===== config.mk =====
export PLATFORM = sky130hd
export DESIGN_NAME = ihc_front
export DESIGN_NICKNAME = d
export VERILOG_FILES = /design/src/rtl/ihc_pkg.sv /design/src/rtl/ihc_front.sv
export SDC_FILE = /design/constraint.sdc
export NUM_CORES = 1
export LEC_CHECK = 0
export ABC_AREA = 1
export BUFFER_PORTS_ARGS = -buffer_cell sky130_fd_sc_hd__buf_2
export CAP_MARGIN = 5
export CORE_MARGIN = 1.5
export CORE_UTILIZATION = 55
export DETAILED_ROUTE_END_ITERATION = 10
export GPL_TIMING_DRIVEN = 0
export PLACE_DENSITY = 0.84
export SLEW_MARGIN = 5
export SYNTH_ARGS = -nofsm -noshare
export SYNTH_HDL_FRONTEND = slang
export SYNTH_SLANG_ARGS = --single-unit

===== constraint.sdc =====
create_clock -name clk -period 10.83 [get_ports clk]
set_clock_uncertainty 0.2 [all_clocks]
set_input_delay 1.6245 -clock clk [delete_from_list [all_inputs] [get_ports clk]]
set_output_delay 1.6245 -clock clk [all_outputs]
set_load 0.02 [all_outputs]

===== src/rtl/ihc_pkg.sv =====
`timescale 1ns / 1ps
// ============================================================================
// ihc_pkg: shared types and constants of the IPv4 header receive checker
// Beat types of both channels, the parsed-header record that crosses the
// queue, verdict codes and protocol numbers.
// ============================================================================
package ihc_pkg;

  // Header byte positions
  localparam logic [4:0] POS_IDLE    = 5'd20;
  localparam logic [4:0] POS_LAST    = 5'd19;
  localparam logic [4:0] POS_B0      = 5'd0;
  localparam logic [4:0] POS_TLEN_HI = 5'd2;
  localparam logic [4:0] POS_TLEN_LO = 5'd3;
  localparam logic [4:0] POS_FF_HI   = 5'd6;
  localparam logic [4:0] POS_FF_LO   = 5'd7;
  localparam logic [4:0] POS_TTL     = 5'd8;
  localparam logic [4:0] POS_PROTO   = 5'd9;
  localparam logic [4:0] POS_CSUM_LO = 5'd11;
  localparam logic [4:0] POS_FIRST_W = 5'd1;

  localparam logic [3:0] IP_VERSION_4 = 4'd4;

  // Verdict codes
  localparam logic [2:0] ERR_NONE     = 3'd0;
  localparam logic [2:0] ERR_CHECKSUM = 3'd1;
  localparam logic [2:0] ERR_VERSION  = 3'd2;
  localparam logic [2:0] ERR_TTL_ZERO = 3'd3;
  localparam logic [2:0] ERR_LEN_ZERO = 3'd4;

  // Protocol numbers and classes
  localparam logic [7:0] PROTO_ICMP = 8'd1;
  localparam logic [7:0] PROTO_TCP  = 8'd6;
  localparam logic [7:0] PROTO_UDP  = 8'd17;

  localparam logic [1:0] CLS_ICMP  = 2'd0;
  localparam logic [1:0] CLS_TCP   = 2'd1;
  localparam logic [1:0] CLS_UDP   = 2'd2;
  localparam logic [1:0] CLS_OTHER = 2'd3;

  // Depth of the record queue between parser and verdict stage
  localparam int QUEUE_DEPTH = 2;

  typedef struct packed {
    logic [7:0] data_byte;
    logic       start_req;
  } ihc_in_t;

  typedef struct packed {
    logic        accept;
    logic [2:0]  error_code;
    logic [1:0]  protocol_class;
    logic [7:0]  protocol_number;
    logic [3:0]  header_words;
    logic [15:0] total_length;
    logic [31:0] source_address;
    logic [31:0] destination_address;
    logic [2:0]  flag_bits;
    logic [12:0] fragment_offset;
  } ihc_out_t;

  // One parsed header, ready for judging
  typedef struct packed {
    logic [15:0] sum;
    logic [15:0] rx_csum;
    logic [7:0]  b0;
    logic [15:0] tlen;
    logic [15:0] ff;
    logic [7:0]  ttl;
    logic [7:0]  proto;
    logic [31:0] src;
    logic [31:0] dst;
  } ihc_rec_t;

  typedef struct packed {
    logic full;
    logic empty;
  } ihc_q_stat_t;

endpackage


===== src/rtl/ihc_front.sv =====
`timescale 1ns / 1ps
// ============================================================================
// ihc_front: header byte parser
// Tracks the byte position, captures fields and keeps the running
// one's-complement word sum; pushes one record with the last header byte.
// ============================================================================
module ihc_front (
  input  logic                 clk,
  input  logic                 rst,
  input  logic                 hdr_valid,
  output logic                 hdr_stall,
  input  ihc_pkg::ihc_in_t     hdr,
  input  ihc_pkg::ihc_q_stat_t q_stat,
  output logic                 push,
  output ihc_pkg::ihc_rec_t    rec_out
);
  import ihc_pkg::*;

  logic [4:0]  pos;
  logic [4:0]  pos_next;
  logic [4:0]  cur_pos;
  logic        take;
  logic        work;
  logic [7:0]  hold;
  logic [15:0] word;
  logic [16:0] raw_sum;
  logic [15:0] sum_new;
  logic [1:0]  lane;
  ihc_rec_t    rec;

  assign hdr_stall = q_stat.full;
  assign take      = hdr_valid & ~q_stat.full;
  assign cur_pos   = hdr.start_req ? POS_B0 : pos;
  assign work      = take & (hdr.start_req | (pos < POS_IDLE));
  assign word      = {hold, hdr.data_byte};
  assign lane      = ~cur_pos[1:0];

  // end-around carry add; the first word of a header starts from zero
  always_comb begin
    raw_sum = {1'b0, rec.sum} + {1'b0, word};
    if (cur_pos == POS_FIRST_W) begin
      sum_new = word;
    end else begin
      sum_new = raw_sum[15:0] + {15'd0, raw_sum[16]};
    end
  end

  always_comb begin
    pos_next = pos;
    if (work) begin
      pos_next = (cur_pos == POS_LAST) ? POS_IDLE : cur_pos + 5'd1;
    end
  end

  always_ff @(posedge clk) begin
    if (rst) begin
      pos <= POS_IDLE;
    end else begin
      pos <= pos_next;
    end
  end

  always_ff @(posedge clk) begin
    if (work) begin
      if (!cur_pos[0]) begin
        hold <= hdr.data_byte;
      end else if (cur_pos == POS_CSUM_LO) begin
        rec.rx_csum <= word;
      end else begin
        rec.sum <= sum_new;
      end
      case (cur_pos)
        POS_B0:      rec.b0         <= hdr.data_byte;
        POS_TLEN_HI: rec.tlen[15:8] <= hdr.data_byte;
        POS_TLEN_LO: rec.tlen[7:0]  <= hdr.data_byte;
        POS_FF_HI:   rec.ff[15:8]   <= hdr.data_byte;
        POS_FF_LO:   rec.ff[7:0]    <= hdr.data_byte;
        POS_TTL:     rec.ttl        <= hdr.data_byte;
        POS_PROTO:   rec.proto      <= hdr.data_byte;
        default: begin
          if (cur_pos >= 5'd16) begin
            rec.dst[{lane, 3'b000} +: 8] <= hdr.data_byte;
          end else if (cur_pos >= 5'd12) begin
            rec.src[{lane, 3'b000} +: 8] <= hdr.data_byte;
          end
        end
      endcase
    end
  end

  // the last beat completes the sum and the destination address on the fly
  assign push = work & (cur_pos == POS_LAST);

  always_comb begin
    rec_out          = rec;
    rec_out.sum      = sum_new;
    rec_out.dst[7:0] = hdr.data_byte;
  end

endmodule


### Word level (Yosys, flattened, before mapping)

Index checks and enable logic that the tools add are counted.

| word-level totals | value |
|---|---|
| register bits after elaboration | 165 |
| latch bits | 0 |
| RAM bits | 0 |
| ROM bits | 0 |
| input bits | 14 |
| output and inout bits | 154 |
| logic and storage cells | 60 |
| memories | 0 |

| cells by class | value |
|---|---|
| add/subtract/negate cells | 4 |
| $mul | 0 |
| divide/modulo/power cells | 0 |
| $lt $le $gt $ge | 3 |
| equal/unequal tests | 9 |
| shifts and indexed selects | 2 |
| mux-type cells | 5 |
| bitwise operators | 10 |
| reductions and logical operators | 14 |

Operator list:

| kind | count |
|---|---|
| bitwise mux 32 bit | 2 |
| variable shift 8 x 7 -> 32 bit, first input constant | 1 |
| variable part select 8 x 7 -> 32 bit | 1 |
| adder 16 x 16 -> 17 bit | 1 |
| adder 16 x 1 -> 16 bit | 1 |
| two-way mux 16 bit | 1 |
| AND reduction 2 bit | 8 |
| equality test 5 x 4 -> 1 bit, second input constant | 3 |
| equality test 5 x 2 -> 1 bit, second input constant | 2 |
| equality test 5 x 3 -> 1 bit, second input constant | 2 |
| two-way mux 5 bit | 2 |
| AND reduction 3 bit | 3 |
| negator 5 -> 7 bit | 1 |
| OR reduction 7 bit | 1 |
| adder 5 x 1 -> 5 bit, second input constant | 1 |
| equality test 5 x 1 -> 1 bit, second input constant | 1 |
| equality test 5 bit, second input constant | 1 |
| greater-or-equal comparator 5 x 4 -> 1 bit, second input constant | 1 |
| greater-or-equal comparator 5 bit, second input constant | 1 |
| zero test 5 bit | 1 |
| less-than comparator 5 bit, second input constant | 1 |
| NOT 1 bit | 5 |
| AND reduction 4 bit | 1 |
| AND 1 bit | 3 |
| 2 further kinds | 2 |

### Logic depth before layout (Yosys ltp)

Gate-level depths: netlist (run 1).

| logic depth | value |
|---|---|
| word-level depth | 5 |
| gate-level depth with buffers | 22 |
| gate-level depth less buffers | 22 |

### Least setup slack after synthesis (run 1)

OpenSTA, ideal clock, no wires.

| timing | value |
|---|---|
| path kind | in2out |
| start | in hdr[1] in the netlist's numbering |
| end | out rec_out[142] in the netlist's numbering |
| data arrival time | 4,214 ps |
| data required time | 9,006 ps |
| setup slack | 4,792 ps |
| stages | 18 |
| path buffers | 0 |
| cells stage by stage | ha_1 -> fa_1 -> nand2_1 -> nand2_4 -> nand3b_4 -> nand2_2 -> nand2_1 -> nand2_1 -> a21oi_1 -> o21bai_1 -> ha_1 -> ha_1 -> inv_1 -> nor2_4 -> nand3_2 -> nor2_4 -> xor2_1 -> o21ai_0 |

RTL lines:

| what | RTL line | source |
|---|---|---|
| start: declaration | ihc_front.sv:12 | `input ihc_pkg::ihc_in_t hdr,` |
| end: declaration | ihc_front.sv:15 | `output ihc_pkg::ihc_rec_t rec_out` |

==> impl_metrics.tcl, run 1 <==
set metrics [dict create \
    peakVddDrop_uv 108.5 \
    p_per_area_mw_per_mm2 136.5 \
    wl_mm 17.36 \
    antennaDiodeCount 0 \
    antenna_found_initial 1 \
    cts_made_buffers 17 \
    max_slew_margin_pct 45.78 \
    min_path_type "reg2reg" \
    layout-drive-gt1-share_pct 39.49 \
    cts.clk_slew.worst_paths_ps 60 \
    synth_common_cells "edfxtp_1, nand2_1, buf_4, inv_1, nor2_1" \
    gp_congestion 0.9038 \
    rsz0062_at_grt "false" \
    drv_cap 0 \
    initial_core_util_pct 56.87 \
    drtAntennaViolNets 0 \
    cts.htree.levels 4 \
    power.internal_uw 993.3 \
    ys_ff_latch 157 \
    final_hold_viol_count 0 \
    vias 5434 \
    finalCoreUtilization_pct 68.33 \
    yosysWarnings 0 \
    grt_usage_pct 23.40 \
    synth_area_mm2 0.007955 \
    drc 0 \
    drv_slew 0 \
    synth_cell_types 36 \
    synth_top_area_share_pct 57.38 \
    worst-path-max-fanout 13 \
    reg2reg_from "hold[0]" \
    wl_per_cell_um 15.54 \
    cts_tree "yes" \
    status "complete, no violations" \
    via_per_inst 4.865 \
    rows 43 \
    use_met2_pct 38.19 \
    worstPathRequired_ps 9010 \
    hold_buffers 0 \
    fin_crit_ps 6872 \
    cts_buffer_depth 2 \
    worstPathArrival_ps 5050 \
    fin_cells 1117 \
    area_growth_pct 20.15 \
    synth_edf_count 152 \
    cts_num_sinks 157 \
    first_pass_iters 5 \
    swShare_pct 23.86 \
    synth_area_leaders "edfxtp_1, buf_4, nand2_1" \
    dpl.cell_count 1084 \
    finalCritPeriodShare_pct 63.46 \
    use_met1_pct 29.46 \
    syn_nets 775 \
    setup_viol 0 \
    max_freq_mhz 145.5 \
    grt_overflow 0 \
    grt_pass1_wl_mm 25.88 \
    portBuffers 166 \
    grt-busiest-layer "met2" \
    cts_setup_buffers 0 \
    first_global_vias 4965 \
    p_leak_nw 4.388 \
    end_kind "output pin" \
    synthFlopType "edfxtp_1" \
    coreArea_mm2 0.01399 \
    startpoint_type "input port" \
    die_area_mm2 0.01519 \
    grt_max_degree 17 \
    async_flop_share_pct 0 \
    yosysSeqAreaShare_pct 58.63 \
    syn_inst 737 \
    syn_area_per_cell_um2 10.79 \
    p_clk_share_pct 40.3 \
    hp-start "pos[3]" \
    seqPwrFrac_pct 51.5 \
    clkLatencyLatePin_ps 420 \
    cts.root.buffer_cell "clkbuf_16" \
    worstMarginPinSlew_ps 810.3 \
    cts_repair_resize_count 0 \
    timing_worst_setup_path_type "in2out" \
    crit_start "hdr[1]" \
    synth_most_common_cell "edfxtp_1" \
    grt_use_met3_pct 6.550 \
    switching_power_uw 311.3 \
    drt_iter0_drc 424 \
    synth_area_leader_cell "edfxtp_1" \
    final_nets 962 \
    finalSetupTns_ps 0 \
    dieWidth_um 123.3 \
    die_h_um 123.3 \
    p_comb_share_pct 8.2 \
    ios 168 \
    hpwlAfterDp_mm 12.53 \
]
## state kept, by name, summed over array words and instances, names as in the netlist
signal   flops
rec_out    128
hold         8
rec         16
pos          5
## cells in the final DEF (no fill, tap or decap), types with 12 or more instances in the layout
| master | synthesis | routed |
|---|---|---|
| o21ai_0 | 12 | 12 |
| edfxtp_1 | 152 | 152 |
| a21oi_1 | 17 | 16 |
| inv_1 | 74 | 74 |
| nand3_1 | 32 | 32 |
| buf_2 | 1 | 167 |
| nor3_1 | 21 | 21 |
| nor2_1 | 56 | 56 |
| clkbuf_16 | 0 | 17 |
| ha_1 | 23 | 23 |
| buf_4 | 137 | 138 |
| nand2_1 | 145 | 145 |
## routing by layer
metal | part of all wire (%) | wire (um)
met1 | 42 | 7231
met2 | 48 | 8406
met3 | 7.6 | 1328
met4 | 2.2 | 379
met5 | 0.081 | 14
## cells by family (layout without fill, tap and decap cells)
logic type	after synthesis	after routing	synth area share, %
compound gates	38	38	2.564
xor+xnor	5	5	0.5505
simple gates	290	290	17.19
fa+ha+maj	24	24	3.869
buf+inv	223	423	17.19
flops	157	157	58.63
## critical path: stages
cell,delay [ps]
buf_2,290
ha_1,310
fa_1,240
nand2_1,100
nand2_4,120
nand3b_4,90
nand2_2,90
nand2_1,80
nand2_1,90
a21oi_1,80
o21bai_1,270
ha_1,260
ha_1,160
inv_1,70
nor2_4,130
nand3_2,120
nor2_4,130
nand2_4,90
nor2_4,130
nand2_1,60
a31oi_1,280
buf_2,230
## cell type report
class | count | area, um^2
multi-input cells | 357 | 1927
repair buffers | 168 | 849.6
fillers | 1062 | 4431
plain buffers | 144 | 1071
flip-flops and latches | 157 | 4664
well taps | 180 | 225.2
clock buffers | 18 | 429.2
inverters | 79 | 296.5
clock inverters | 14 | 95.09
## per-stage QoR
stage | cell area (um^2) | total power, mW | hold WS [ps] | worst slack, ps
floorplan | 7955 | 0.7552 | 251.6 | 4792
global placement | 9011 | 0.7881 | 271.1 | 4087
detailed placement | 9026 | 0.7911 | 279.8 | 4017
CTS | 9550 | 1.308 | 289.5 | 3995
global route | 9558 | 1.350 | 312.2 | 3824
finish | 9558 | 1.305 | 291.4 | 3958
## power by group through the flow
stage | combinational (mW) | sequential [mW] | clock (mW)
floorplan | 0.0717 | 0.684 | 0
CTS | 0.108 | 0.671 | 0.529
detailed placement | 0.107 | 0.684 | 0
global placement | 0.104 | 0.684 | 0
finish | 0.107 | 0.671 | 0.526
global route | 0.119 | 0.671 | 0.559
## final timing paths
kind                        to  slack, ps  depth (start not counted)
setup reg to reg      rec[146]       7250                         19
setup / recovery  rec_out[146]       3960                         22
hold reg to reg         pos[3]        290                          2
hold / removal          pos[3]        290                          2
Note: power is estimated with default switching activity, not from simulation.
==> inputs of run 2 (changes only) <==
--- a/config.mk
+++ b/config.mk
@@ -9,10 +9,10 @@
 export BUFFER_PORTS_ARGS = -buffer_cell sky130_fd_sc_hd__buf_2
 export CAP_MARGIN = 5
 export CORE_MARGIN = 1.5
-export CORE_UTILIZATION = 55
+export CORE_UTILIZATION = 50
 export DETAILED_ROUTE_END_ITERATION = 10
 export GPL_TIMING_DRIVEN = 0
-export PLACE_DENSITY = 0.84
+export PLACE_DENSITY = 0.81
 export SLEW_MARGIN = 5
 export SYNTH_ARGS = -nofsm -noshare
 export SYNTH_HDL_FRONTEND = slang
==> constraint.sdc (replaced) <==
create_clock -name clk -period 5.72 [get_ports clk]
set_clock_uncertainty 0.2 [all_clocks]
set_input_delay 0.858 -clock clk [delete_from_list [all_inputs] [get_ports clk]]
set_output_delay 0.858 -clock clk [all_outputs]
set_load 0.02 [all_outputs]
==> run 2 against run 1 <==
- via count barely moved
- critical path depth unchanged
- hold slack worse by 4.7 ps
- non-clock buffer count unchanged
- total power increased by 96%
- highest routed layer is now met4
==> impl_metrics.tcl, run 2 (synthesis gave the netlist of run 1 again) <==
set metrics [dict create \
    status "complete, no violations" \
    dieWidth_um 129.1 \
    wl_mm 17.64 \
    fin_area_mm2 0.009648 \
    area_growth_pct 21.28 \
    cts_made_buffers 17 \
    hp-start "hold[7]" \
    p_comb_share_pct 7.9 \
    cts_repair_resize_count 0 \
    layout-drive-gt1-share_pct 39.53 \
    min_path_type "reg2reg" \
    drc 0 \
    antenna_found_initial 0 \
    clkLatencyLatePin_ps 410 \
    first_pass_iters 5 \
    first_global_vias 5073 \
    via_per_inst 4.738 \
    power.internal_mw 1.972 \
    cp_slowest_cell "buf_2" \
    layout_setup_ws_ps 504.3 \
    max_freq_mhz 191.7 \
    max_slew_margin_pct 49.27 \
    drv_cap 0 \
    p_leak_nw 4.411 \
    critical-path-max-stage-delay_ps 320 \
    rrSetupSlack_ps 2230 \
    drtAntennaViolNets 0 \
    finalCritPeriodShare_pct 91.18 \
    portBuffers 166 \
    p_clk_share_pct 42.4 \
    p_per_area_mw_per_mm2 265.3 \
    startpoint_type "input port" \
    drt_iter0_drc 282 \
    initial_core_util_pct 51.75 \
    hold_buffers 0 \
    cts.htree.levels 4 \
    cts_setup_buffers 0 \
    grt_overflow 0 \
    r2r_cells 20 \
    worst-path-max-fanout 13 \
    final_nets 962 \
    die_area_mm2 0.01668 \
    reg2reg_from "hold[1]" \
    rows 45 \
    end_kind "output pin" \
    die_h_um 129.1 \
    worstPathArrival_ps 4160 \
    layout_commonest_cell "buf_2" \
    coreArea_mm2 0.01537 \
    wl_per_cell_um 15.38 \
    grt_max_degree 17 \
    ios 168 \
    place_area_mm2 0.009076 \
    crit_top_cell "nand2_1" \
    rsz0062_at_grt "false" \
    worstPathRequired_ps 4660 \
    drv_slew 0 \
    fin_crit_ps 5216 \
    gp_congestion 0.9063 \
    timing_worst_setup_path_type "in2out" \
    cts_num_sinks 157 \
    seqPwrFrac_pct 49.7 \
    switching_power_uw 587.0 \
    setup_viol 0 \
    cts_buffer_depth 2 \
    swShare_pct 22.94 \
    holdPathEnd "rec_out[135]" \
    peakVddDrop_uv 195.6 \
    grt_pass1_wl_mm 26.61 \
    largest_reg_flops 128 \
    whs_ps 286.7 \
    cp_cell_sequence "buf_2, ha_1, fa_1, nand2_1, nand2_4, nand3b_4, nand2_2, nand2_1, nand2_1, a21oi_1, o21bai_1, ha_1, ha_1, inv_1, nor2_4, nand3_2, nor2_4, nand2_4, nor2_4, nand2_1, a31oi_1, buf_2" \
    layout_common_cells "buf_2, edfxtp_1, nand2_1, buf_4, inv_1" \
    preCtsSetupSlack_ps 535.4 \
    hold_path_depth 0 \
    cts_tree "yes" \
    grt_usage_pct 21.63 \
    finalSetupTns_ps 0 \
    vias 5435 \
    antennaDiodeCount 0 \
    cts.clk_slew.worst_paths_ps 60 \
    hpwlAfterDp_mm 12.91 \
    num-fill-cells 1263 \
    cts.root.buffer_cell "clkbuf_16" \
    r2r-end "rec[148]" \
    worstMarginPinSlew_ps 758.2 \
    power.total_mw 2.559 \
    final_hold_viol_count 0 \
]
[run 2: final cells by class]
class,instances,area (um^2),area share [%]
tap,211,264.0,2.736
inverter,79,296.5,3.074
clock inverter,12,138.9,1.440
buffer,144,1071,11.10
clock buffer,19,432.9,4.487
timing repair buffer,168,853.3,8.845
multi-input combinational,357,1927,19.97
sequential,157,4664,48.35
[run 2: worst max path at each step]
stage                         endpoint    from  slack (ps)
after global routing      rec_out[146]  hdr[1]         240
after floorplan           rec_out[142]  hdr[1]        1210
after global placement    rec_out[146]  hdr[1]         580
final                     rec_out[146]  hdr[1]         500
after detailed placement  rec_out[146]  hdr[1]         540
after CTS                 rec_out[146]  hdr[1]         510
[run 2: power groups by stage]
| stage | sequential, mW | combinational [mW] | clock [mW] |
|---|---|---|---|
| after floorplan | 1.29 | 0.136 | 0 |
| after global placement | 1.30 | 0.196 | 0 |
| after detailed placement | 1.30 | 0.201 | 0 |
| after CTS | 1.27 | 0.202 | 1.10 |
| after global routing | 1.27 | 0.221 | 1.15 |
| final | 1.27 | 0.202 | 1.09 |
[run 2: stage by stage]
step / std cells / utilization (%)
2_1_floorplan: 737 / -
3_3_place_gp: 1114 / 58.88
3_5_place_dp: 1116 / 59.05
4_1_cts: 1147 / 62.77
5_1_grt: 1147 / 62.77
6_report: 1147 / 62.77
[run 2: layer usage]
layer	up-vias	track usage, %	wire length, um
li1	2679	-	-
met1	2518	27.75	7456
met2	217	35.29	8506
met3	21	5.161	1284
met4	0	9.319	392
met5	-	0	0
[run 2: critical path: cells and delay by family]
kind / cells / cell delay (ps)
buffers and inverters: 3 / 600
AO/OA/AOI/OAI: 3 / 540
AND/OR/NAND/NOR: 12 / 1270
adder cells (fa/ha/maj): 4 / 890
==> inputs of run 3 (changes only) <==
--- a/config.mk
+++ b/config.mk
@@ -10,6 +10,7 @@
 export CAP_MARGIN = 5
 export CORE_MARGIN = 1.5
 export CORE_UTILIZATION = 50
+export CTS_BUF_LIST = sky130_fd_sc_hd__clkbuf_4 sky130_fd_sc_hd__clkbuf_8 sky130_fd_sc_hd__clkbuf_16
 export DETAILED_ROUTE_END_ITERATION = 10
 export GPL_TIMING_DRIVEN = 0
 export PLACE_DENSITY = 0.81
==> run 3 against run 2 <==
- global-route usage is essentially flat
- flip-flop and latch count unchanged
- highest routed layer unchanged
- hold slack about the same
- cell count unchanged
- register-to-register slack barely moved
- cell area barely moved
- largest power group unchanged
- critical endpoint unchanged
==> impl_metrics.tcl, run 3 (synthesis gave the netlist of run 1 again) <==
set metrics [dict create \
    layout_commonest_cell "buf_2" \
    end_kind "output pin" \
    dieWidth_um 129.1 \
    use_met2_pct 35.73 \
    vias 5434 \
    grt_max_degree 17 \
    largest_reg_flops 128 \
    initial_core_util_pct 51.75 \
    fin_crit_ps 5210 \
    power.total_mw 2.568 \
    p_comb_share_pct 7.9 \
    p_per_area_mw_per_mm2 265.9 \
    antenna_found_initial 0 \
    finalSetupTns_ps 0 \
    cts_made_buffers 17 \
    wl_per_cell_um 15.34 \
    grt_use_met3_pct 5.120 \
    drv_slew 0 \
    switching_power_uw 585.8 \
    worstMarginPinSlew_ps 762.0 \
    first_global_vias 5065 \
    setup_viol 0 \
    status "complete, no violations" \
    p_clk_share_pct 42.6 \
    num-fill-cells 1262 \
    min_path_type "reg2reg" \
    drtAntennaViolNets 0 \
    first_pass_iters 5 \
    seqPwrFrac_pct 49.5 \
    timing_worst_setup_path_type "in2out" \
    place_area_mm2 0.009076 \
    hold_buffers 0 \
    power.internal_mw 1.982 \
    worstPathRequired_ps 4660 \
    hpwlAfterDp_mm 12.91 \
    peakVddDrop_uv 212.3 \
    die_h_um 129.1 \
    clkLatencyLatePin_ps 410 \
    worstPathArrival_ps 4150 \
    worst-path-max-fanout 13 \
    finalCritPeriodShare_pct 91.09 \
    portBuffers 166 \
    rows 45 \
    die_area_mm2 0.01668 \
    cts_repair_resize_count 0 \
    grt_usage_pct 21.60 \
    drv_cap 0 \
    layout_setup_ws_ps 509.7 \
    p_leak_nw 4.418 \
    max_slew_margin_pct 49.01 \
    cts_tree "yes" \
    cts_setup_buffers 0 \
    gp_congestion 0.9063 \
    rsz0062_at_grt "false" \
    via_per_inst 4.738 \
    startpoint_type "input port" \
    cts.root.buffer_cell "clkbuf_16" \
    cts_num_sinks 157 \
    final_hold_viol_count 0 \
    ios 168 \
    layout_common_cells "buf_2, edfxtp_1, nand2_1, buf_4, inv_1" \
    grt-busiest-layer "met2" \
    swShare_pct 22.81 \
    grt_pass1_wl_mm 26.59 \
    fin_area_mm2 0.009656 \
    coreArea_mm2 0.01537 \
    cts.clk_slew.worst_paths_ps 60 \
    drc 0 \
    final_nets 962 \
    wl_mm 17.60 \
    use_met1_pct 27.70 \
    preCtsSetupSlack_ps 535.4 \
    cts.htree.levels 4 \
    layout-drive-gt1-share_pct 39.74 \
    cts_buffer_depth 2 \
    area_growth_pct 21.37 \
    antennaDiodeCount 0 \
    grt_overflow 0 \
    drt_iter0_drc 279 \
    whs_ps 286.7 \
    max_freq_mhz 191.9 \
]
[run 3: changes by cell type in the layout (fill, tap and decap cells not counted)]
cell and change:
clkbuf_4 +2, clkbuf_1 -2
[run 3: worst paths after layout]
| kind | startpoint | to | slack [ps] | depth (start not counted) |
|---|---|---|---|---|
| setup reg to reg | hold[1] | rec[148] | 2230 | 20 |
| hold reg to reg | hold[7] | rec_out[135] | 290 | 0 |
| hold / removal | hold[7] | rec_out[135] | 290 | 0 |
| setup / recovery | hdr[1] | rec_out[146] | 510 | 22 |
[run 3: layer usage]
layer / up-vias / wire, um
met5: - / 0
met4: 0 / 302
met3: 16 / 1102
met2: 186 / 8557
met1: 2554 / 7636
li1: 2678 / -
[run 3: cell type report]
type | count | area (um^2) | share of cell area (%)
clock buffers | 19 | 440.4 | 4.561
repair buffers | 168 | 853.3 | 8.838
flip-flops and latches | 157 | 4664 | 48.31
plain buffers | 144 | 1071 | 11.09
multi-input cells | 357 | 1927 | 19.96
inverters | 79 | 296.5 | 3.071
clock inverters | 12 | 138.9 | 1.438
well taps | 211 | 264.0 | 2.734
[run 3: critical path, stage by stage]
cell and delay, ps:
buf_2 310, ha_1 280, fa_1 230, nand2_1 100
nand2_4 120, nand3b_4 90, nand2_2 90, nand2_1 80
nand2_1 90, a21oi_1 70, o21bai_1 260, ha_1 230
ha_1 160, inv_1 80, nor2_4 150, nand3_2 130
nor2_4 140, nand2_4 90, nor2_4 130, nand2_1 60
a31oi_1 210, buf_2 200
[run 3: power by group through the flow]
stage	Clock, mW	Combinational, mW	Sequential (mW)
2_1_floorplan	0	0.136	1.29
3_3_place_gp	0	0.196	1.30
3_5_place_dp	0	0.201	1.30
4_1_cts	1.11	0.202	1.27
5_1_grt	1.16	0.221	1.27
6_report	1.09	0.202	1.27
[run 3: per-stage QoR]
step | utilization, % | cells
3_3_place_gp | 58.88 | 1114
5_1_grt | 62.82 | 1147
3_5_place_dp | 59.05 | 1116
4_1_cts | 62.82 | 1147
2_1_floorplan | - | 737
6_report | 62.82 | 1147
